File: config.mk
export PLATFORM = sky130hd
export DESIGN_NAME = bts_accum
export DESIGN_NICKNAME = d
export VERILOG_FILES = /design/src/rtl/core/bts_pkg.sv /design/src/rtl/core/bts_accum.sv
export SDC_FILE = /design/constraint.sdc
export NUM_CORES = 2
export LEC_CHECK = 0
export ABC_AREA = 1
export BUFFER_PORTS_ARGS = -buffer_cell sky130_fd_sc_hd__buf_2
export CORE_MARGIN = 4
export CORE_UTILIZATION = 60
export DETAILED_ROUTE_END_ITERATION = 6
export HOLD_SLACK_MARGIN = 0.1
export PLACE_DENSITY = 0.83
export SYNTH_ARGS = -nofsm -noshare
export SYNTH_HDL_FRONTEND = slang
export SYNTH_SLANG_ARGS = --single-unit
File: constraint.sdc
create_clock -name clk -period 11.5 [get_ports clk]
set_input_delay 0.575 -clock clk [delete_from_list [all_inputs] [get_ports clk]]
set_output_delay 0.575 -clock clk [all_outputs]
set_load 0.01 [all_outputs]
File: src/rtl/core/bts_pkg.sv
package bts_pkg;

  // Pixel store geometry: one RGBA8 word per entry, row-major.
  localparam int STORE_AW    = 16;
  localparam int STORE_DEPTH = 1 << STORE_AW;
  localparam int PIX_W       = 32;
  localparam int CHAN_W      = 8;
  localparam int NUM_CHAN    = 4;

  // Coordinate and stream widths.
  localparam int COORD_W   = 16;
  localparam int IN_DATA_W = 80;
  localparam int IN_USER_W = 1;

  // Four neighbors per sample, one store read each.
  localparam int NUM_TAPS = 4;
  localparam int PHASE_W  = 2;

  // Configuration port.
  localparam int CFG_IDX_W  = 1;
  localparam int CFG_DATA_W = 9;

  // Result queue depth; also the number of samples allowed in flight.
  localparam int OUT_FIFO_DEPTH = 2;

  // Parameter defaults.
  localparam int MAX_WIDTH_DEF  = 256;
  localparam int MAX_HEIGHT_DEF = 256;
  localparam int FRAC_BITS_DEF  = 8;

  // Item kinds.
  localparam logic CMD_WRITE  = 1'b0;
  localparam logic CMD_SAMPLE = 1'b1;

  // Register indexes.
  localparam logic [CFG_IDX_W-1:0] REG_IMAGE_WIDTH  = 1'b0;
  localparam logic [CFG_IDX_W-1:0] REG_IMAGE_HEIGHT = 1'b1;

  // One request to the single store port.
  typedef struct packed {
    logic                en;
    logic                we;
    logic [STORE_AW-1:0] addr;
    logic [PIX_W-1:0]    wdata;
  } mem_req_t;

  // Sideband that travels with a store read into the accumulator.
  typedef struct packed {
    logic vld;
    logic first;
    logic last;
    logic err;
  } tag_t;

endpackage

File: src/rtl/core/bts_accum.sv
module bts_accum #(
  parameter int FRAC_BITS = bts_pkg::FRAC_BITS_DEF
) (
  input  logic                      clk,
  input  logic                      rst_n,
  input  bts_pkg::tag_t             tag,
  input  logic [2*FRAC_BITS:0]      weight,
  input  logic [bts_pkg::PIX_W-1:0] rd_data,
  output logic                      out_valid,
  input  logic                      out_ready,
  output logic [bts_pkg::PIX_W-1:0] out_color,
  output logic                      out_err
);
  import bts_pkg::*;

  localparam int WB    = 2 * FRAC_BITS + 1;
  localparam int AW    = CHAN_W + WB;
  localparam int PTR_W = (OUT_FIFO_DEPTH > 1) ? $clog2(OUT_FIFO_DEPTH) : 1;
  localparam int CNT_W = $clog2(OUT_FIFO_DEPTH + 1);

  // Sideband aligned with the store's registered read data.
  tag_t          tag_r;
  logic [WB-1:0] weight_r;

  always_ff @(posedge clk) begin
    if (!rst_n) begin
      tag_r <= '0;
    end else begin
      tag_r <= tag;
    end
    weight_r <= weight;
  end

  // One multiply-add lane per channel.
  logic [AW-1:0]    acc_r   [NUM_CHAN];
  logic [AW-1:0]    sum     [NUM_CHAN];
  logic [PIX_W-1:0] res_color;
  logic             push;

  always_comb begin
    for (int c = 0; c < NUM_CHAN; c++) begin
      sum[c] = (tag_r.first ? '0 : acc_r[c]) +
               AW'(AW'(rd_data[c*CHAN_W +: CHAN_W]) * AW'(weight_r));
      res_color[c*CHAN_W +: CHAN_W] = tag_r.err ? '0 : sum[c][2*FRAC_BITS +: CHAN_W];
    end
    push = tag_r.vld && tag_r.last;
  end

  always_ff @(posedge clk) begin
    if (tag_r.vld) begin
      for (int c = 0; c < NUM_CHAN; c++) begin
        acc_r[c] <= sum[c];
      end
    end
  end

  // Result queue; slots are reserved upstream, so a push always finds room.
  logic [PIX_W-1:0] q_color_r [OUT_FIFO_DEPTH];
  logic             q_err_r   [OUT_FIFO_DEPTH];
  logic [PTR_W-1:0] wr_ptr_r, wr_ptr_nxt, rd_ptr_r, rd_ptr_nxt;
  logic [CNT_W-1:0] q_cnt_r, q_cnt_nxt;
  logic             pop;

  always_comb begin
    out_valid  = (q_cnt_r != '0);
    pop        = out_valid && out_ready;
    out_color  = q_color_r[rd_ptr_r];
    out_err    = q_err_r[rd_ptr_r];
    wr_ptr_nxt = wr_ptr_r;
    rd_ptr_nxt = rd_ptr_r;
    if (push) begin
      wr_ptr_nxt = (wr_ptr_r == PTR_W'(OUT_FIFO_DEPTH - 1)) ? '0 : wr_ptr_r + PTR_W'(1);
    end
    if (pop) begin
      rd_ptr_nxt = (rd_ptr_r == PTR_W'(OUT_FIFO_DEPTH - 1)) ? '0 : rd_ptr_r + PTR_W'(1);
    end
    q_cnt_nxt = q_cnt_r + CNT_W'(push) - CNT_W'(pop);
  end

  always_ff @(posedge clk) begin
    if (!rst_n) begin
      wr_ptr_r <= '0;
      rd_ptr_r <= '0;
      q_cnt_r  <= '0;
    end else begin
      wr_ptr_r <= wr_ptr_nxt;
      rd_ptr_r <= rd_ptr_nxt;
      q_cnt_r  <= q_cnt_nxt;
    end
  end

  always_ff @(posedge clk) begin
    if (push) begin
      q_color_r[wr_ptr_r] <= res_color;
      q_err_r[wr_ptr_r]   <= tag_r.err;
    end
  end

endmodule

; ---- Word-level counts from Yosys, hierarchy flattened
; Memory sizes are Yosys's and may differ from the RTL's. A register that Yosys moved wholly into a read port is not among the register bits.
; Cells that the tools add are included.
[totals]
inputBits = 56
n_memories = 3
mem_bits_rw = 166
elab_cells = 44
reg_bits = 25
[classes]
add_sub_neg = 8
multipliers = 4
mux = 18
reduce_logical = 3
[mem_list]
columns = name, words, word_bits, read_ports, rd_ports_with_merged_regs, wr, line_no
row1 = acc_r, 4, 25, 4, 0, 4, bts_accum.sv:35  ; logic [AW-1:0] acc_r [NUM_CHAN];
row2 = q_color_r, 2, 32, 1, 1, 1, bts_accum.sv:58  ; logic [PIX_W-1:0] q_color_r [OUT_FIFO_DEPTH];
row3 = q_err_r, 2, 1, 1, 1, 1, bts_accum.sv:59  ; logic q_err_r [OUT_FIFO_DEPTH];
[op_table]
columns = operator, count
row1 = 25-bit adder, 4
row2 = 8-bit by 17-bit multiplier with 25-bit output, 4
row3 = 25-bit 2-to-1 mux, 4
row4 = 8-bit 2-to-1 mux, 4
row5 = 1-bit 2-to-1 mux, 10
row6 = "1-bit adder, second input constant", 2
row7 = 2-bit by 1-bit adder with 2-bit output, 1
row8 = 1-bit logical AND, 2
row9 = 2-bit nonzero test, 1
row10 = 2-bit by 1-bit subtractor with 2-bit output, 1

; ---- Depth between registers and ports, before layout
[depth]
ltp_word = 4
depth_mapped = 25
ltp_nobuf = 22

; ---- Worst setup path after synthesis
; OpenSTA, ideal clock, no wires.
[synth_timing]
path_type = reg-to-reg
start = register tag_r[3] (netlist name)
end = memory q_color_r[0][0] (enable)
stages_incl_launch_ff = 3
period_less_slack_ns = 4.764
setup_slack_ns = 6.736
arrival_time_ns = 4.341
setup_ns = 0.423
cell_sequence = dfxtp_1 > nand2_1 > nor2_1
[synth_between]
elab_chain_len = 3
[synth_lines]
columns = item, line_no
row1 = "start, declared", bts_accum.sv:22  ; tag_t tag_r;
row2 = "start signal, assigned", bts_accum.sv:29  ; tag_r <= tag;
row3 = 1-bit logical AND, bts_accum.sv:46  ; push = tag_r.vld && tag_r.last;
row4 = 1-bit 2-to-1 mux, bts_accum.sv:93  ; if (push) begin
row5 = 1-bit 2-to-1 mux (not written as such), bts_accum.sv:94  ; q_color_r[wr_ptr_r] <= res_color;
row6 = "end, declared", bts_accum.sv:58
; Every way passes these cells.

; ---- Worst setup path after layout
[layout_timing]
start = register tag_r[2] (netlist name)
end = memory q_color_r[1][12] (data pin)
[layout_between]
elab_chain_len = 3
[layout_lines]
columns = item, line_no
row1 = 25-bit 2-to-1 mux, bts_accum.sv:42  ; sum[c] = (tag_r.first ? '0 : acc_r[c]) +
row2 = 25-bit adder, bts_accum.sv:42
row3 = 8-bit 2-to-1 mux, bts_accum.sv:44  ; res_color[c*CHAN_W +: CHAN_W] = tag_r.err ? '0 : sum[c][2*FRAC_BITS +: CHAN_W];
row4 = via res_color[12], bts_accum.sv:37  ; logic [PIX_W-1:0] res_color;
; The timed path passes the listed nets, and every way through them passes these cells.

==> flow_metrics.tcl <==
set metrics [dict create \
    status "complete, no violations" \
    setup-violations-final 0 \
    crit_arrival_ns 5.72 \
    vias 21719 \
    cp_top_family "adder cells" \
    synth.mux.area_fraction_pct 1.313 \
    post_cts_buffers 0 \
    critPathBufInv 6 \
    gp_congestion 0.9364 \
    drcViolationCount 0 \
    start_kind "register" \
    grt_pass1_wl_um 113000 \
    fp.dieW_um 225.2 \
    drt_iter0_drc 1583 \
    final_common_cell "inv_1" \
    final_cell_mix "1152 x inv_1, 1095 x nand2_1, 448 x fa_1, 166 x ha_1, 162 x edfxtp_1" \
    rsz0062_at_grt "false" \
    portBuffers 89 \
    hold_viol_final 0 \
    tritoncts "built" \
    critPathSlowestCell "inv_4" \
    cts_buffers 17 \
    fp.dieH_um 225.2 \
    synthAdderAreaFrac_pct 39.03 \
    htree_levels 4 \
    period_share_pct 47.92 \
    post_cts_resized 0 \
    dieArea_um2 50700 \
    ys_seq_area_share_pct 19.03 \
    grt_antenna_before_repair 5 \
    slowest_delay_ns 0.80 \
    start_util_pct 60.78 \
    grt_pass1_vias 22848 \
    slew_headroom_pct 27.71 \
    max_freq_mhz 181.5 \
    clk_latency_ns 0.51 \
    ant_nets 0 \
    ctsRootBufferMaster "clkbuf_16" \
    worstPathMaxFanout 82 \
    drv_cap 0 \
    finalClockSkew_ns 0.01753 \
    grt_max_degree 83 \
    synth_top_family_by_area "adder cells" \
    clock_path_buffers 2 \
    nNetsFinal 4319 \
    fin_crit_ns 5.511 \
    dp_hpwl_um 49990 \
    avgViaCountPerCell 5.082 \
    syn_area_per_cell_um2 7.749 \
    hold_buffers 0 \
    synth_xor_area_share_pct 1.393 \
    ys.warnings.count 0 \
    drt-wirelength-per-cell_um 15.86 \
    cp-end-kind "register" \
    tightest_slew_ns 1.084 \
    nFillCells 3898 \
    synth_cell_types 32 \
    fp.coreArea_um2 46560 \
    synth_compound_area_share_pct 1.746 \
    overflow 0 \
    cp.required_ns 11.71 \
    drv_slew 0 \
    synth_seq_cells 188 \
    hold_class "input port to register" \
    syn_to_final_growth_pct 5.169 \
    synth_nets 4322 \
    drive_gt1_share_pct 7.919 \
    clkTransAtPathRegs_ns 0.08 \
    tns_ns 0 \
    firstDrtPassIters 5 \
    synthCells 3652 \
    path_cells "buf_4 -> inv_4 -> nand2_1 -> fa_1 -> inv_1 -> fa_1 -> fa_1 -> inv_1 -> fa_1 -> inv_1 -> ha_1 -> nand2_2 -> nor2_2 -> inv_1 -> nor2_2 -> nand3_1 -> nand3_1 -> nand2_1 -> nand2_1 -> nor2_1" \
    track_usage_pct 28.29 \
    critPathKind "register to register" \
    ioPinCount 90 \
    synthSimpleGateAreaFrac_pct 20.06 \
    cts_num_sinks 188 \
    mappedNetlistArea_um2 28300 \
    wl_um 67800 \
    rows 79 \
]
layer usage:
layer | vias to the layer above | track usage [%] | part of all wire [%]
met5 | - | 0 | 0
met4 | 0 | 12.32 | 3.9
met3 | 168 | 5.588 | 7.5
met2 | 846 | 47.60 | 49
met1 | 10416 | 35.92 | 40
li1 | 10289 | - | -
flip-flops by register name, indices dropped and copies added, names as in the netlist, named ones only:
register   count
acc_r         96
q_cnt_r        2
q_color_r     64
q_err_r        2
rd_ptr_r       1
tag_r          4
weight_r      17
wr_ptr_r       1
final timing paths:
check / to / depth (start not counted) / slack (ns) / from
worst min register to register: q_cnt_r[1] / 1 / 0.45 / q_cnt_r[1]
worst max-delay path: q_color_r[1][12] / 20 / 5.99 / tag_r[2]
worst max register to register: q_color_r[1][12] / 20 / 5.99 / tag_r[2]
worst min-delay path: weight_r[0] / 1 / 0.16 / weight[0]
kinds of logic after synthesis:
group,Yosys count
and+or+nand+nor,1381
buffers and inverters,1306
adders and majority gates,614
DFF,188
AOI/OAI and AO/OA,85
xor gates and xnor gates,45
muxes,33
through the flow:
step / instance area (um2) / setup slack, ns / cells / hold WS, ns / utilization, %
CTS: 29750 / 6.031 / 4269 / 0.1215 / 63.90
global placement: 29160 / 6.168 / 4237 / 0.4348 / 62.64
floorplan: 28300 / 6.736 / 3652 / 0.4136 / -
global route: 29760 / 5.692 / 4274 / 0.1420 / 63.93
finish: 29760 / 5.989 / 4274 / 0.1578 / 63.93
detailed placement: 29160 / 6.125 / 4237 / 0.4328 / 62.64
synth_stat cells:
| library cell | n | area, um2 |
|---|---|---|
| mux2_2 | 33 | 371.6 |
| a21oi_1 | 63 | 315.3 |
| nor2_1 | 98 | 367.9 |
| buf_2 | 15 | 75.07 |
| clkbuf_1 | 114 | 427.9 |
| buf_6 | 1 | 11.26 |
| nor2_2 | 29 | 181.4 |
| xnor2_1 | 12 | 105.1 |
| nand2_1 | 1095 | 4110 |
| a21oi_2 | 9 | 78.83 |
| nor2_4 | 3 | 33.78 |
| inv_1 | 1152 | 4324 |
| nand3_1 | 77 | 385.4 |
| ha_1 | 166 | 2077 |
| or2_2 | 1 | 6.260 |
| nand3_2 | 20 | 200.2 |
| nand2_2 | 23 | 143.9 |
| nand2_4 | 1 | 11.26 |
| nand3b_1 | 15 | 112.6 |
| inv_2 | 21 | 78.83 |
| buf_1 | 2 | 7.510 |
| o211ai_2 | 2 | 25.02 |
| edfxtp_1 | 162 | 4865 |
| o21bai_1 | 8 | 60.06 |
| nand4_1 | 10 | 62.56 |
| inv_4 | 1 | 6.260 |
| and2_1 | 7 | 43.79 |
| xor2_1 | 33 | 289.0 |
| and2_4 | 2 | 17.52 |
| fa_1 | 448 | 8969 |
| o21ai_0 | 3 | 15.01 |
| dfxtp_1 | 26 | 520.5 |
cell type report:
cell class	instances	area (um2)	share of cell area [%]
Multi-Input combinational cell	2158	18000	60.47
Timing Repair Buffer	110	603.1	2.026
Antenna cell	5	12.51	0.04204
Inverter	1174	4409	14.82
Tap cell	607	759.5	2.552
Clock buffer	20	446.7	1.501
Sequential cell	188	5391	18.12
Clock inverter	12	141.4	0.4751
Power is left out: the tool's default activity adds up to more than one toggle a clock period on the data nets, which glitch-free logic cannot reach.
