### src/rtl/core/bts_pkg.sv
package bts_pkg;

  // Pixel store geometry: one RGBA8 word per entry, row-major.
  localparam int STORE_AW    = 16;
  localparam int STORE_DEPTH = 1 << STORE_AW;
  localparam int PIX_W       = 32;
  localparam int CHAN_W      = 8;
  localparam int NUM_CHAN    = 4;

  // Coordinate and stream widths.
  localparam int COORD_W   = 16;
  localparam int IN_DATA_W = 80;
  localparam int IN_USER_W = 1;

  // Four neighbors per sample, one store read each.
  localparam int NUM_TAPS = 4;
  localparam int PHASE_W  = 2;

  // Configuration port.
  localparam int CFG_IDX_W  = 1;
  localparam int CFG_DATA_W = 9;

  // Result queue depth; also the number of samples allowed in flight.
  localparam int OUT_FIFO_DEPTH = 2;

  // Parameter defaults.
  localparam int MAX_WIDTH_DEF  = 256;
  localparam int MAX_HEIGHT_DEF = 256;
  localparam int FRAC_BITS_DEF  = 8;

  // Item kinds.
  localparam logic CMD_WRITE  = 1'b0;
  localparam logic CMD_SAMPLE = 1'b1;

  // Register indexes.
  localparam logic [CFG_IDX_W-1:0] REG_IMAGE_WIDTH  = 1'b0;
  localparam logic [CFG_IDX_W-1:0] REG_IMAGE_HEIGHT = 1'b1;

  // One request to the single store port.
  typedef struct packed {
    logic                en;
    logic                we;
    logic [STORE_AW-1:0] addr;
    logic [PIX_W-1:0]    wdata;
  } mem_req_t;

  // Sideband that travels with a store read into the accumulator.
  typedef struct packed {
    logic vld;
    logic first;
    logic last;
    logic err;
  } tag_t;

endpackage

### src/rtl/core/bts_issue.sv
module bts_issue #(
  parameter int MAX_WIDTH  = bts_pkg::MAX_WIDTH_DEF,
  parameter int MAX_HEIGHT = bts_pkg::MAX_HEIGHT_DEF,
  parameter int FRAC_BITS  = bts_pkg::FRAC_BITS_DEF
) (
  input  logic                           clk,
  input  logic                           rst_n,
  input  logic                           cfg_we,
  input  logic [bts_pkg::CFG_IDX_W-1:0]  cfg_idx,
  input  logic [bts_pkg::CFG_DATA_W-1:0] cfg_data,
  input  logic                           in_valid,
  output logic                           in_ready,
  input  logic                           in_cmd,
  input  logic [bts_pkg::STORE_AW-1:0]   in_index,
  input  logic [bts_pkg::PIX_W-1:0]      in_pixel,
  input  logic [bts_pkg::COORD_W-1:0]    in_sx,
  input  logic [bts_pkg::COORD_W-1:0]    in_sy,
  input  logic                           out_pop,
  output bts_pkg::mem_req_t              mem_req,
  output bts_pkg::tag_t                  tag,
  output logic [2*FRAC_BITS:0]           weight
);
  import bts_pkg::*;

  localparam int WW    = $clog2(MAX_WIDTH + 1);
  localparam int HW    = $clog2(MAX_HEIGHT + 1);
  localparam int IW    = COORD_W - FRAC_BITS;
  localparam int CW    = ((IW > 0) ? IW : 1) + 1;
  localparam int PW    = CW + WW + 1;
  localparam int FW    = FRAC_BITS + 1;
  localparam int WB    = 2 * FRAC_BITS + 1;
  localparam int CNT_W = $clog2(OUT_FIFO_DEPTH + 1);

  // Image size, clamped into 1..MAX when written.
  logic [WW-1:0] w_eff_r;
  logic [HW-1:0] h_eff_r;
  logic [WW-1:0] w_cfg;
  logic [HW-1:0] h_cfg;

  always_comb begin
    if (cfg_data == '0) begin
      w_cfg = WW'(1);
    end else if (32'(cfg_data) > 32'(MAX_WIDTH)) begin
      w_cfg = WW'(MAX_WIDTH);
    end else begin
      w_cfg = WW'(cfg_data);
    end
    if (cfg_data == '0) begin
      h_cfg = HW'(1);
    end else if (32'(cfg_data) > 32'(MAX_HEIGHT)) begin
      h_cfg = HW'(MAX_HEIGHT);
    end else begin
      h_cfg = HW'(cfg_data);
    end
  end

  always_ff @(posedge clk) begin
    if (!rst_n) begin
      w_eff_r <= WW'(1);
      h_eff_r <= HW'(1);
    end else if (cfg_we) begin
      case (cfg_idx)
        REG_IMAGE_WIDTH:  w_eff_r <= w_cfg;
        REG_IMAGE_HEIGHT: h_eff_r <= h_cfg;
        default: begin
        end
      endcase
    end
  end

  // Decode the incoming coordinates into neighbor positions and fractions.
  logic [31:0]          sx_ext, sy_ext, x_lim, y_lim;
  logic                 err_in;
  logic [CW-1:0]        x0_in, x1_in, y0_in, y1_in;
  logic [FRAC_BITS-1:0] fx_in, fy_in;

  always_comb begin
    sx_ext = 32'(in_sx);
    sy_ext = 32'(in_sy);
    x_lim  = (32'(w_eff_r) - 32'd1) << FRAC_BITS;
    y_lim  = (32'(h_eff_r) - 32'd1) << FRAC_BITS;
    err_in = (sx_ext > x_lim) || (sy_ext > y_lim);
    x0_in  = CW'(sx_ext >> FRAC_BITS);
    y0_in  = CW'(sy_ext >> FRAC_BITS);
    x1_in  = ((32'(x0_in) + 32'd1) < 32'(w_eff_r)) ? x0_in + CW'(1) : x0_in;
    y1_in  = ((32'(y0_in) + 32'd1) < 32'(h_eff_r)) ? y0_in + CW'(1) : y0_in;
    fx_in  = in_sx[FRAC_BITS-1:0];
    fy_in  = in_sy[FRAC_BITS-1:0];
  end

  // Held item.
  logic                 cmd_r, err_r;
  logic [STORE_AW-1:0]  index_r;
  logic [PIX_W-1:0]     pixel_r;
  logic [CW-1:0]        x0_r, x1_r, y0_r, y1_r;
  logic [FRAC_BITS-1:0] fx_r, fy_r;

  // Control state.
  logic               busy_r, busy_nxt;
  logic [PHASE_W-1:0] phase_r, phase_nxt;
  logic [CNT_W-1:0]   cnt_r, cnt_nxt;

  logic needs_credit, fire, last_step, accept;

  // A sample claims a result slot before its first read; later reads just follow.
  always_comb begin
    needs_credit = (cmd_r == CMD_SAMPLE) && (phase_r == '0);
    fire         = busy_r && (!needs_credit || (cnt_r < CNT_W'(OUT_FIFO_DEPTH)));
    last_step    = (cmd_r == CMD_WRITE) || err_r || (phase_r == PHASE_W'(NUM_TAPS - 1));
    in_ready     = !busy_r || (fire && last_step);
    accept       = in_valid && in_ready;
  end

  always_comb begin
    busy_nxt  = busy_r;
    phase_nxt = phase_r;
    if (accept) begin
      busy_nxt  = 1'b1;
      phase_nxt = '0;
    end else if (fire && last_step) begin
      busy_nxt  = 1'b0;
      phase_nxt = '0;
    end else if (fire) begin
      phase_nxt = phase_r + PHASE_W'(1);
    end
    cnt_nxt = cnt_r + CNT_W'(fire && needs_credit) - CNT_W'(out_pop);
  end

  always_ff @(posedge clk) begin
    if (!rst_n) begin
      busy_r  <= 1'b0;
      phase_r <= '0;
      cnt_r   <= '0;
    end else begin
      busy_r  <= busy_nxt;
      phase_r <= phase_nxt;
      cnt_r   <= cnt_nxt;
    end
  end

  always_ff @(posedge clk) begin
    if (accept) begin
      cmd_r   <= in_cmd;
      err_r   <= (in_cmd == CMD_SAMPLE) && err_in;
      index_r <= in_index;
      pixel_r <= in_pixel;
      x0_r    <= x0_in;
      x1_r    <= x1_in;
      y0_r    <= y0_in;
      y1_r    <= y1_in;
      fx_r    <= fx_in;
      fy_r    <= fy_in;
    end
  end

  // Per-read address and weight: phase bit 0 picks the right column, bit 1 the lower row.
  logic [CW-1:0]   x_sel, y_sel;
  logic [PW-1:0]   lin;
  logic [FW-1:0]   one_v, a_fac, b_fac;
  logic [2*FW-1:0] w_prod;

  always_comb begin
    x_sel  = phase_r[0] ? x1_r : x0_r;
    y_sel  = phase_r[1] ? y1_r : y0_r;
    lin    = PW'(y_sel) * PW'(w_eff_r) + PW'(x_sel);
    one_v  = FW'(1) << FRAC_BITS;
    a_fac  = phase_r[0] ? FW'(fx_r) : one_v - FW'(fx_r);
    b_fac  = phase_r[1] ? FW'(fy_r) : one_v - FW'(fy_r);
    w_prod = (2 * FW)'(a_fac) * (2 * FW)'(b_fac);
    weight = w_prod[WB-1:0];
  end

  always_comb begin
    mem_req.en    = fire && !((cmd_r == CMD_SAMPLE) && err_r);
    mem_req.we    = (cmd_r == CMD_WRITE);
    mem_req.addr  = (cmd_r == CMD_WRITE) ? index_r : STORE_AW'(lin);
    mem_req.wdata = pixel_r;
    tag.vld       = fire && (cmd_r == CMD_SAMPLE);
    tag.first     = (phase_r == '0);
    tag.last      = last_step;
    tag.err       = err_r;
  end

endmodule

### config.mk
export PLATFORM = sky130hd
export DESIGN_NAME = bts_issue
export DESIGN_NICKNAME = d
export VERILOG_FILES = /design/src/rtl/core/bts_pkg.sv /design/src/rtl/core/bts_issue.sv
export SDC_FILE = /design/constraint.sdc
export NUM_CORES = 1
export LEC_CHECK = 0
export BUFFER_PORTS_ARGS = -buffer_cell sky130_fd_sc_hd__buf_4
export CORE_MARGIN = 10
export CORE_UTILIZATION = 52
export DETAILED_ROUTE_END_ITERATION = 12
export PLACE_DENSITY = 0.74
export SYNTH_ARGS = -nofsm -noshare
export SYNTH_HDL_FRONTEND = slang
export SYNTH_SLANG_ARGS = --single-unit
### constraint.sdc
create_clock -name clk -period 9.1 [get_ports clk]
set_input_delay 2.275 -clock clk [delete_from_list [all_inputs] [get_ports clk]]
set_output_delay 2.275 -clock clk [all_outputs]
set_load 0.05 [all_outputs]
Word-level counts from Yosys, hierarchy flattened
Index checks and enable logic that the tools add are counted.
Widths: inputs -> output; s select.
Word-level totals
  word-level logic and storage cells: 75
  bits in registers: 123
Operators by class
  mux-type cells: 11
  bitwise logic cells: 3
  reductions and logical operators: 23
  order comparisons: 6
  add/sub/neg operators: 12
  $mul: 2
  equality and inequality tests: 1
Operators by type and width (count)
  $gt 16x32->1: 2
  $mux 9: 6
  $add 8x1->9 const B: 4
  $sub 9x1->10 const B: 2
  $lt 9x9->1: 2
  $sub 9x8->9 const A: 2
  $mul 9x9->17: 1
  $add 16x9->16: 1
  $mul 9x9->16: 1
  $mux 16: 1
  $mux 8: 2
  $gt 9x9->1 const B: 1
  $logic_and 1x1->1: 9
  $logic_not 9->1: 1
  $logic_or 1x1->1: 5
  $reduce_and 2->1: 2
  $logic_not 1->1: 3
  $not 1->1: 3
  $reduce_or 3->1: 1
  $add 2x1->2: 1
  $add 2x1->2 const B: 1
  $eq 2x2->1 const B: 1
  $logic_not 2->1: 1
  $lt 2x2->1 const B: 1
  3 further kinds: 4

Depth between registers and ports, before layout
Gate-level depths: netlist of run 1.
  word-level depth: 9
  mapped depth: 22
  depth with buffers taken out: 21

Least setup slack after synthesis of run 1
OpenSTA, ideal clock, no wires.
  kind: reg-to-output
  start point: register phase_r[1]
  end point: output mem_req[42] (netlist name)
  arrival: 6.004 ns
  stages on the path, launching flop included: 22
  slack: 0.821 ns
  cell sequence: dfxtp_1 -> buf_2 -> buf_2 -> clkbuf_1 -> mux2i_1 -> nor2_1 -> fa_1 -> inv_1 -> fa_1 -> inv_1 -> fa_1 -> fa_1 -> inv_1 -> fa_1 -> inv_1 -> ha_1 -> o211a_1 -> nand2b_1 -> a21oi_1 -> a31oi_1 -> xnor2_1 -> a21oi_1
RTL lines
  start: declaration: RTL line bts_issue.sv:100  | logic [PHASE_W-1:0] phase_r, phase_nxt;
  start signal: assignment: RTL line bts_issue.sv:136  | phase_r <= phase_nxt;
  end: declaration: RTL line bts_issue.sv:19  | output bts_pkg::mem_req_t mem_req,

==> results.yml, run 1 <==
run_status:
  status: "finished, final reports clean"
global_routing:
  track_usage_pct: 19.5
  grt_pass1_vias: 9034
  gr-total-overflow: 0
  grt_max_degree: 52
  antenna_found_initial: 0
  grt_first_pass_wirelength_um: 45500
yosys:
  synth_top_area_share_pct: 26.0
  yosysSeqAreaShare_pct: 30.0
  syn_avg_cell_area_um2: 10.1
  synth_top_family_by_area: "adder cells"
  synth_area_leaders: "edfxtp_1 26%, fa_1 18%, ha_1 13%, inv_1 5.7%, xnor2_1 4.5%"
  syn_inst: 1148
  synth_cell_types: 60
  yosys.area.top_type: "edfxtp_1"
  synth_nets: 1471
  synth-compound-area-share_pct: 7.26
  synthTopCellsByCount: "175 x inv_1, 124 x ha_1, 110 x nor2_1"
  syn_area_um2: 11600
  synthXorXnorAreaFrac_pct: 6.22
  synthAdderAreaFrac_pct: 31.3
  synth-simple-area-share_pct: 15.2
  postSynth.asyncResetShare_pct: 0
  yosys.cell_count.top_type: "inv_1"
  synth-main-ff-cell: "edfxtp_1"
  synth_edf_count: 100
  yosysWarnings: 0
  synth_mux_area_share_pct: 3.21
  ys_ff_latch: 123
clock_tree:
  clk_path_buf_depth: 2
  cts.sinks: 123
  postCtsSetupBuffers: 0
  insertion_delay_ps: 430
  htree_levels: 4
  cts.reportedPaths.clkPinSlew_ps: 60
  root_buffer: "clkbuf_16"
  cts_tree: "done"
  cts_inserted_buffers: 17
power_and_ir_drop:
  power_density_nw_per_um2: 230
  power_frac_comb_pct: 57.7
  power_frac_seq_pct: 21.5
  p_sw_share_pct: 46.9
  p_sw_w: 0.00147
  internal_power_w: 0.00167
  clockPowerShare_pct: 20.8
  ir_drop_v: 0.000505
  p_leak_nw: 6.40
floorplanning:
  design.core.area_um2: 21800
  initial_core_util_pct: 52.9
  die_x_um: 169
  num_rows: 54
  die_y_um: 169
  dieArea_um2: 28600
  ios: 168
worst_setup_path:
  end_kind: "output pin"
  rrSetupSlack_ps: 5690
  worst-setup-path-type: "reg2out"
  r2r_end: "index_r[14]"
  cp-start-kind: "flop"
  critPathMaxFanout: 20
  r2r_cells: 8
  worst_ep_arrival_time_ps: 6280
  crit_required_ps: 6830
  r2r_start: "phase_r[1]"
routing:
  first_iter_violations: 560
  ant_nets: 0
  viasPerCell: 5.37
  drt-total-wl_um: 27300
  drt-wirelength-per-cell_um: 16.9
  drc: 0
  firstDrtPassIters: 4
  vias: 8657
sta:
  worst_pin_slew_ps: 723
  rsz0062_at_grt: "no"
  max_freq_ghz: 0.117
  final_max_slew_viol_count: 0
  min_period_over_period_pct: 94.0
  finClkSkew_ps: 14.1
  finalCriticalPeriod_ps: 8550
  setup_viol: 0
  final-hold-violation-count: 0
  tns_ps: 0
  relSlewSlack_pct: 51.8
placement:
  post-place-cells: 1580
  io_buffer_count: 167
  gp_congestion: 0.922
  hpwl_um: 22000
cells_and_area:
  finalNonFillerCells: 1612
  drive_gt1_share_pct: 19.4
  area_growth_syn_to_layout_pct: 18.6
  fill_cells: 1802
  antenna_cells: 0
  num-nets-final: 1642
worst_hold_path:
  whs_path_depth: 2
  holdCritPathClass: "reg2reg"
  min_from: "h_eff_r[8]"
  min_to: "h_eff_r[8]"
flow_run:
  drv_cap: 0
cells by family (layout without fill, tap and decap cells):
family	count (synthesis)	after routing
AND/OR/NAND/NOR	350	350
AO/OA/AOI/OAI	128	128
buffers and inverters	204	388
multiplexers	34	34
flip-flops	123	123
XOR/XNOR	82	82
adder cells (fa/ha/maj)	227	227
state kept, by name (all words and copies together) (netlist names):
name,cells
busy_r,1
cmd_r,1
cnt_r,2
err_r,1
fx_r,8
fy_r,8
h_eff_r,9
index_r,16
phase_r,2
pixel_r,32
w_eff_r,9
x0_r,8
x1_r,9
y0_r,8
y1_r,9
power groups by stage:
stage | Clock [W] | Sequential [W] | Combinational (W)
floorplan | 0 | 0.000713 | 0.00134
CTS | 0.000663 | 0.000676 | 0.00184
global route | 0.000684 | 0.000681 | 0.00201
finish | 0.000655 | 0.000677 | 0.00182
global placement | 0 | 0.000687 | 0.00180
detailed placement | 0 | 0.000688 | 0.00183
area by class of cell:
| cell class | count | area (um2) | share of cell area (%) |
|---|---|---|---|
| Multi-Input combinational cell | 821 | 7320 | 53.4 |
| Sequential cell | 123 | 3470 | 25.3 |
| Timing Repair Buffer | 179 | 1340 | 9.80 |
| Inverter | 177 | 664 | 4.85 |
| Clock buffer | 18 | 429 | 3.13 |
| Tap cell | 280 | 350 | 2.56 |
| Clock inverter | 14 | 136 | 0.995 |
how the worst max path moves through the flow:
stage,start,end,slack [ps],cells past startpoint
2_1_floorplan,phase_r[1],mem_req[42],820,21
3_5_place_dp,phase_r[1],mem_req[47],780,18
5_1_grt,fy_r[0],weight[16],60,20
3_3_place_gp,phase_r[1],mem_req[47],920,18
4_1_cts,phase_r[1],mem_req[47],320,18
6_report,phase_r[1],mem_req[47],550,18
repair_timing:
action / in CTS / in global routing
setup endpoints to repair: 0 / 2
gates resized for setup: 0 / 4
hold buffers: 0 / 0
critical path: stages (launching register included):
cell      delay, ps
dfxtp_2         590
mux2_2          470
and2_2          220
fa_1            470
inv_1            50
fa_1            480
inv_1            60
fa_1            520
fa_1            540
inv_1            50
fa_1            520
inv_1            40
ha_1            360
a21oi_1         270
a21boi_2        310
o31ai_1         140
or4_1           480
nand3_1          80
buf_4           200
cells in the final DEF, fill, tap and decap left out, types with 19 or more instances in the layout:
cell | Yosys | routed
nor2b_1 | 22 | 22
xor2_1 | 23 | 22
a21oi_1 | 36 | 36
mux2_2 | 24 | 24
buf_4 | 3 | 179
dfxtp_1 | 23 | 21
fa_1 | 103 | 103
xnor2_1 | 59 | 58
edfxtp_1 | 100 | 100
nor2_1 | 110 | 110
ha_1 | 124 | 124
nand2_1 | 70 | 70
nor3_1 | 19 | 19
nand3_1 | 26 | 26
o21ai_0 | 21 | 21
inv_1 | 175 | 175
stage by stage:
stage	setup WS, ps	area [um2]	total power [W]	utilization, %	hold WS [ps]
after floorplan	821	11600	0.00205	-	467
after global placement	922	13100	0.00249	60.1	496
after detailed placement	783	13100	0.00252	60.1	510
after CTS	322	13700	0.00318	62.7	517
after global routing	60.8	13700	0.00338	62.8	562
final	548	13700	0.00315	62.8	517
layer usage:
layer | wire length [um] | vias up | track usage, %
met5 | 0 | - | 0
met4 | 666 | 0 | 5.55
met3 | 1270 | 51 | 3.89
met2 | 13900 | 219 | 33.7
met1 | 11400 | 4213 | 24.1
li1 | - | 4174 | -
Power figures use the tool's default switching activity.
==> run 2, diff against run 1 <==
--- a/config.mk
+++ b/config.mk
@@ -6,6 +6,7 @@
 export NUM_CORES = 1
 export LEC_CHECK = 0
 export BUFFER_PORTS_ARGS = -buffer_cell sky130_fd_sc_hd__buf_4
+export CORE_ASPECT_RATIO = 0.75
 export CORE_MARGIN = 10
 export CORE_UTILIZATION = 52
 export DETAILED_ROUTE_END_ITERATION = 12
==> results.yml, run 2 (same netlist as run 1, synthesis figures left out) <==
cells_and_area:
  layout_commonest_cell: "buf_4"
  area_growth_syn_to_layout_pct: 18.5
  num-nets-final: 1645
  fill_cells: 1858
  final_cell_mix: "182 x buf_4, 175 x inv_1, 124 x ha_1"
  drive_gt1_share_pct: 19.3
  finalNonFillerCells: 1628
  top_regs: "pixel_r (32), index_r (16)"
  antenna_cells: 0
  largest_register_ffs: 32
  regMostFlops: "pixel_r"
clock_tree:
  insertion_delay_ps: 430
  cts_hold_buf: 0
  cts_tree: "done"
  cts.reportedPaths.clkPinSlew_ps: 60
  postCtsSetupBuffers: 0
  htree_levels: 4
  cts_resized: 0
  cts.sinks: 123
  cts_inserted_buffers: 17
  clk_path_buf_depth: 2
  root_buffer: "clkbuf_16"
routing:
  ant_nets: 0
  firstDrtPassIters: 5
  vias: 8673
  drt-total-wl_um: 27600
  drt-wirelength-per-cell_um: 16.9
  viasPerCell: 5.33
  first_iter_violations: 591
  drc: 0
sta:
  rsz0062_at_grt: "no"
  relSlewSlack_pct: 43.5
  min_period_over_period_pct: 93.8
  final_max_slew_viol_count: 0
  finalCriticalPeriod_ps: 8530
  setup_viol: 0
  whs_ps: 516
  worst_pin_slew_ps: 825
  tns_ps: 0
  finClkSkew_ps: 10.5
  final-hold-violation-count: 0
  max_freq_ghz: 0.117
worst_setup_path:
  crit_required_ps: 6830
  worst_ep_arrival_time_ps: 6260
  crit_start: "fx_r[0]"
  r2r_start: "w_eff_r[0]"
  critPathMaxFanout: 7
  worst-setup-path-type: "reg2out"
  end_kind: "output pin"
  cp-start-kind: "flop"
floorplanning:
  die_y_um: 149
  ios: 168
  die_x_um: 192
  design.core.area_um2: 21900
  initial_core_util_pct: 52.7
  num_rows: 47
  dieArea_um2: 28600
run_status:
  status: "finished, final reports clean"
global_routing:
  track_usage_pct: 19.7
  grt_pass1_vias: 8814
  grt_first_pass_wirelength_um: 45200
  gr-total-overflow: 0
  grt_max_degree: 66
  antenna_found_initial: 0
power_and_ir_drop:
  power_frac_seq_pct: 21.6
  power_frac_comb_pct: 58.8
  clockPowerShare_pct: 19.6
  ir_drop_v: 0.000457
  p_leak_nw: 6.39
  power_density_nw_per_um2: 229
  p_sw_w: 0.00149
  p_sw_share_pct: 47.6
  internal_power_w: 0.00164
placement:
  hpwl_um: 22300
  post-place-cells: 1597
  gp_congestion: 0.902
  io_buffer_count: 167
worst_hold_path:
  holdCritPathClass: "reg2reg"
  min_from: "h_eff_r[8]"
flow_run:
  drv_cap: 0
## run 2: changes by cell type in the layout (fill, tap and decap cells not counted), sizes merged
| cell | delta |
|---|---|
| buf | +3 |
| clkinv | +3 |
| inv | -2 |
| bufinv | -1 |
| clkbuf | -1 |
## run 2: area by class of cell
type | instances | area, um2 | share of cell area (%)
clock inverter | 14 | 97.6 | 0.713
tap | 294 | 368 | 2.69
multi-input combinational | 821 | 7300 | 53.3
sequential | 123 | 3460 | 25.3
inverter | 177 | 664 | 4.85
clock buffer | 17 | 425 | 3.11
timing repair buffer | 182 | 1370 | 9.98
## run 2: final timing paths
| path | cells after the start | slack [ps] | to |
|---|---|---|---|
| max | 20 | 570 | weight[16] |
| min reg2reg | 2 | 520 | h_eff_r[8] |
| min | 2 | 520 | h_eff_r[8] |
| max reg2reg | 10 | 5490 | err_r |
## run 2: worst max-delay path: stages, from the launching register on
cell      delay, ps
edfxtp_1        460
inv_1           220
ha_1            300
a31oi_1         320
xor2_1          340
nand2_1         130
fa_1            510
inv_1            50
fa_1            510
inv_1            50
fa_1            460
fa_1            540
inv_1            40
ha_1            320
o21ai_0         350
a211oi_1        110
o31ai_1         280
a21oi_1         180
o41a_1          390
nand3_1          80
buf_4           190
## run 2: power by group through the flow
stage	sequential [W]	clock, W	combinational (W)
floorplan	0.000713	0	0.00134
global placement	0.000687	0	0.00183
detailed placement	0.000689	0	0.00186
CTS	0.000677	0.000624	0.00186
global route	0.000681	0.000648	0.00201
finish	0.000677	0.000614	0.00184
## run 2: metal layers
| metal | vias up | track usage [%] | wire [um] |
|---|---|---|---|
| li1 | 4195 | - | - |
| met1 | 4227 | 27.4 | 12800 |
| met2 | 229 | 31.0 | 12700 |
| met3 | 22 | 4.39 | 1840 |
| met4 | 0 | 4.10 | 261 |
| met5 | - | 0 | 0 |
## run 2: through the flow
| step | power, W | utilization, % | worst slack (ps) | instance area (um2) |
|---|---|---|---|---|
| after global placement | 0.00252 | 60.0 | 783 | 13200 |
| after floorplan | 0.00205 | - | 821 | 11600 |
| after CTS | 0.00317 | 62.4 | 259 | 13700 |
| after global routing | 0.00334 | 62.4 | 217 | 13700 |
| final | 0.00314 | 62.4 | 568 | 13700 |
| after detailed placement | 0.00255 | 60.0 | 749 | 13200 |
==> run 3, diff against run 2 <==
--- a/config.mk
+++ b/config.mk
@@ -8,9 +8,9 @@
 export BUFFER_PORTS_ARGS = -buffer_cell sky130_fd_sc_hd__buf_4
 export CORE_ASPECT_RATIO = 0.75
 export CORE_MARGIN = 10
-export CORE_UTILIZATION = 52
+export CORE_UTILIZATION = 50
 export DETAILED_ROUTE_END_ITERATION = 12
-export PLACE_DENSITY = 0.74
+export PLACE_DENSITY = 0.71
 export SYNTH_ARGS = -nofsm -noshare
 export SYNTH_HDL_FRONTEND = slang
 export SYNTH_SLANG_ARGS = --single-unit
==> results.yml, run 3 (same netlist as run 1, synthesis figures left out) <==
routing:
  drt-total-wl_um: 27700
  viasPerCell: 5.27
  first_iter_violations: 554
  firstDrtPassIters: 5
  ant_nets: 0
  drt-wirelength-per-cell_um: 17.0
  drc: 0
  vias: 8603
sta:
  rsz0062_at_grt: "no"
  final_max_slew_viol_count: 0
  min_period_over_period_pct: 94.8
  relSlewSlack_pct: 42.0
  worst_pin_slew_ps: 864
  finalCriticalPeriod_ps: 8620
  final-hold-violation-count: 0
  max_freq_ghz: 0.116
  setup_viol: 0
  tns_ps: 0
  finClkSkew_ps: 11.6
global_routing:
  grt_first_pass_wirelength_um: 46100
  antenna_found_initial: 0
  grt_pass1_vias: 9056
  gr-total-overflow: 0
  track_usage_pct: 19.1
  grt_max_degree: 68
worst_setup_path:
  r2r_cells: 10
  cp_common_cell: "fa_1"
  crit_required_ps: 6830
  rrSetupSlack_ps: 5600
  worst_ep_arrival_time_ps: 6350
  cp-start-kind: "flop"
  r2r_end: "err_r"
  path_depth: 18
  r2r_start: "w_eff_r[0]"
  critPathSlowestCell: "dfxtp_2"
  cp_top_family: "adder cells"
  max_stage_delay_ps: 600
  critPathBufInv: 5
  end_kind: "output pin"
  worst-setup-path-type: "reg2out"
  crit_end: "mem_req[47]"
  worstPathCellList: "mux2_2 > and2_1 > fa_1 > inv_1 > fa_1 > inv_1 > fa_1 > fa_1 > inv_1 > fa_1 > inv_1 > ha_1 > a21oi_1 > a21boi_2 > o31ai_1 > or4_1 > nand3_1 > buf_4"
  critPathMaxFanout: 19
  crit_start: "phase_r[1]"
clock_tree:
  cts_inserted_buffers: 17
  insertion_delay_ps: 420
  root_buffer: "clkbuf_16"
  htree_levels: 4
  postCtsSetupBuffers: 0
  cts_tree: "done"
  cts_hold_buf: 0
  cts.reportedPaths.clkPinSlew_ps: 60
  clk_path_buf_depth: 2
  cts.sinks: 123
cells_and_area:
  layout_commonest_cell: "buf_4"
  antenna_cells: 0
  drive_gt1_share_pct: 19.3
  area_growth_syn_to_layout_pct: 19.0
  num-nets-final: 1643
  regMostFlops: "pixel_r"
  final_cell_mix: "180 x buf_4, 175 x inv_1, 124 x ha_1"
  top_regs: "pixel_r (32), index_r (16)"
  final_util_pct: 60.1
  largest_register_ffs: 32
  postLayoutCellArea_um2: 13700
  fill_cells: 1985
worst_hold_path:
  holdCritPathClass: "reg2reg"
  min_from: "h_eff_r[8]"
  whs_path_depth: 2
placement:
  io_buffer_count: 167
  hpwl_um: 22100
  gp_congestion: 0.910
  placed_cell_area_um2: 13200
floorplanning:
  num_rows: 48
  die_x_um: 196
  dieArea_um2: 29700
  ios: 168
  die_y_um: 152
  initial_core_util_pct: 50.5
  design.core.area_um2: 22900
power_and_ir_drop:
  ir_drop_v: 0.000569
  power_density_nw_per_um2: 232
  p_leak_nw: 6.39
flow_run:
  drv_cap: 0
run_status:
  status: "finished, final reports clean"
[run 3: cell types whose count changed in the layout (fill, tap and decap cells not counted)]
cell and change:
buf_4 -2, bufinv_16 +2, clkinv_1 -1, clkinv_2 -4, clkinv_4 -1, clkinvlp_4 +3
inv_6 -1, inv_8 +2
[run 3: stage by stage]
| step | hold WS (ps) | total power [W] | setup WS [ps] | instances |
|---|---|---|---|---|
| 3_3_place_gp | 513 | 0.00251 | 759 | 1601 |
| 5_1_grt | 566 | 0.00341 | 96.9 | 1632 |
| 6_report | 552 | 0.00319 | 477 | 1632 |
| 4_1_cts | 542 | 0.00322 | 245 | 1632 |
| 2_1_floorplan | 467 | 0.00205 | 821 | 1148 |
| 3_5_place_dp | 534 | 0.00254 | 713 | 1601 |
[run 3: layer usage]
metal,vias to the layer above,track usage [%],share of wire [%]
li1,4172,-,-
met1,4207,26.1,47
met2,206,30.9,47
met3,18,3.50,5.2
met4,0,4.57,0.96
met5,-,0,0
[run 3: power breakdown]
group | leakage [nW] | internal, W | switching [W]
clock | 0.276 | 0.000407 | 0.000271
combinational | 4.97 | 0.000640 | 0.00119
sequential | 1.15 | 0.000654 | 0.0000234
total | 6.39 | 0.00170 | 0.00148
[run 3: worst min-delay path by stage]
stage,endpoint
final,h_eff_r[8]
after global routing,h_eff_r[8]
after CTS,h_eff_r[8]
after detailed placement,h_eff_r[8]
after global placement,h_eff_r[5]
after floorplan,h_eff_r[8]
[run 3: worst min-delay path, cell delays in order (launching register included)]
cell and delay [ps]:
dfxtp_1 360, nand2_1 80, a21boi_0 70
[run 3: repair_timing]
| action | CTS | global route |
|---|---|---|
| gates resized for setup | 0 | 1 |
| hold endpoints to repair | 0 | 0 |
| setup endpoints to repair | 0 | 1 |
[run 3: layout make-up]
class                           instances  area, um2  area share, %
Multi-Input combinational cell        821       7300           53.1
Tap cell                              300        375           2.73
Timing Repair Buffer                  180       1350           9.83
Sequential cell                       123       3460           25.2
Clock buffer                           17        425           3.09
Inverter                              177        664           4.83
Clock inverter                         14        161           1.17
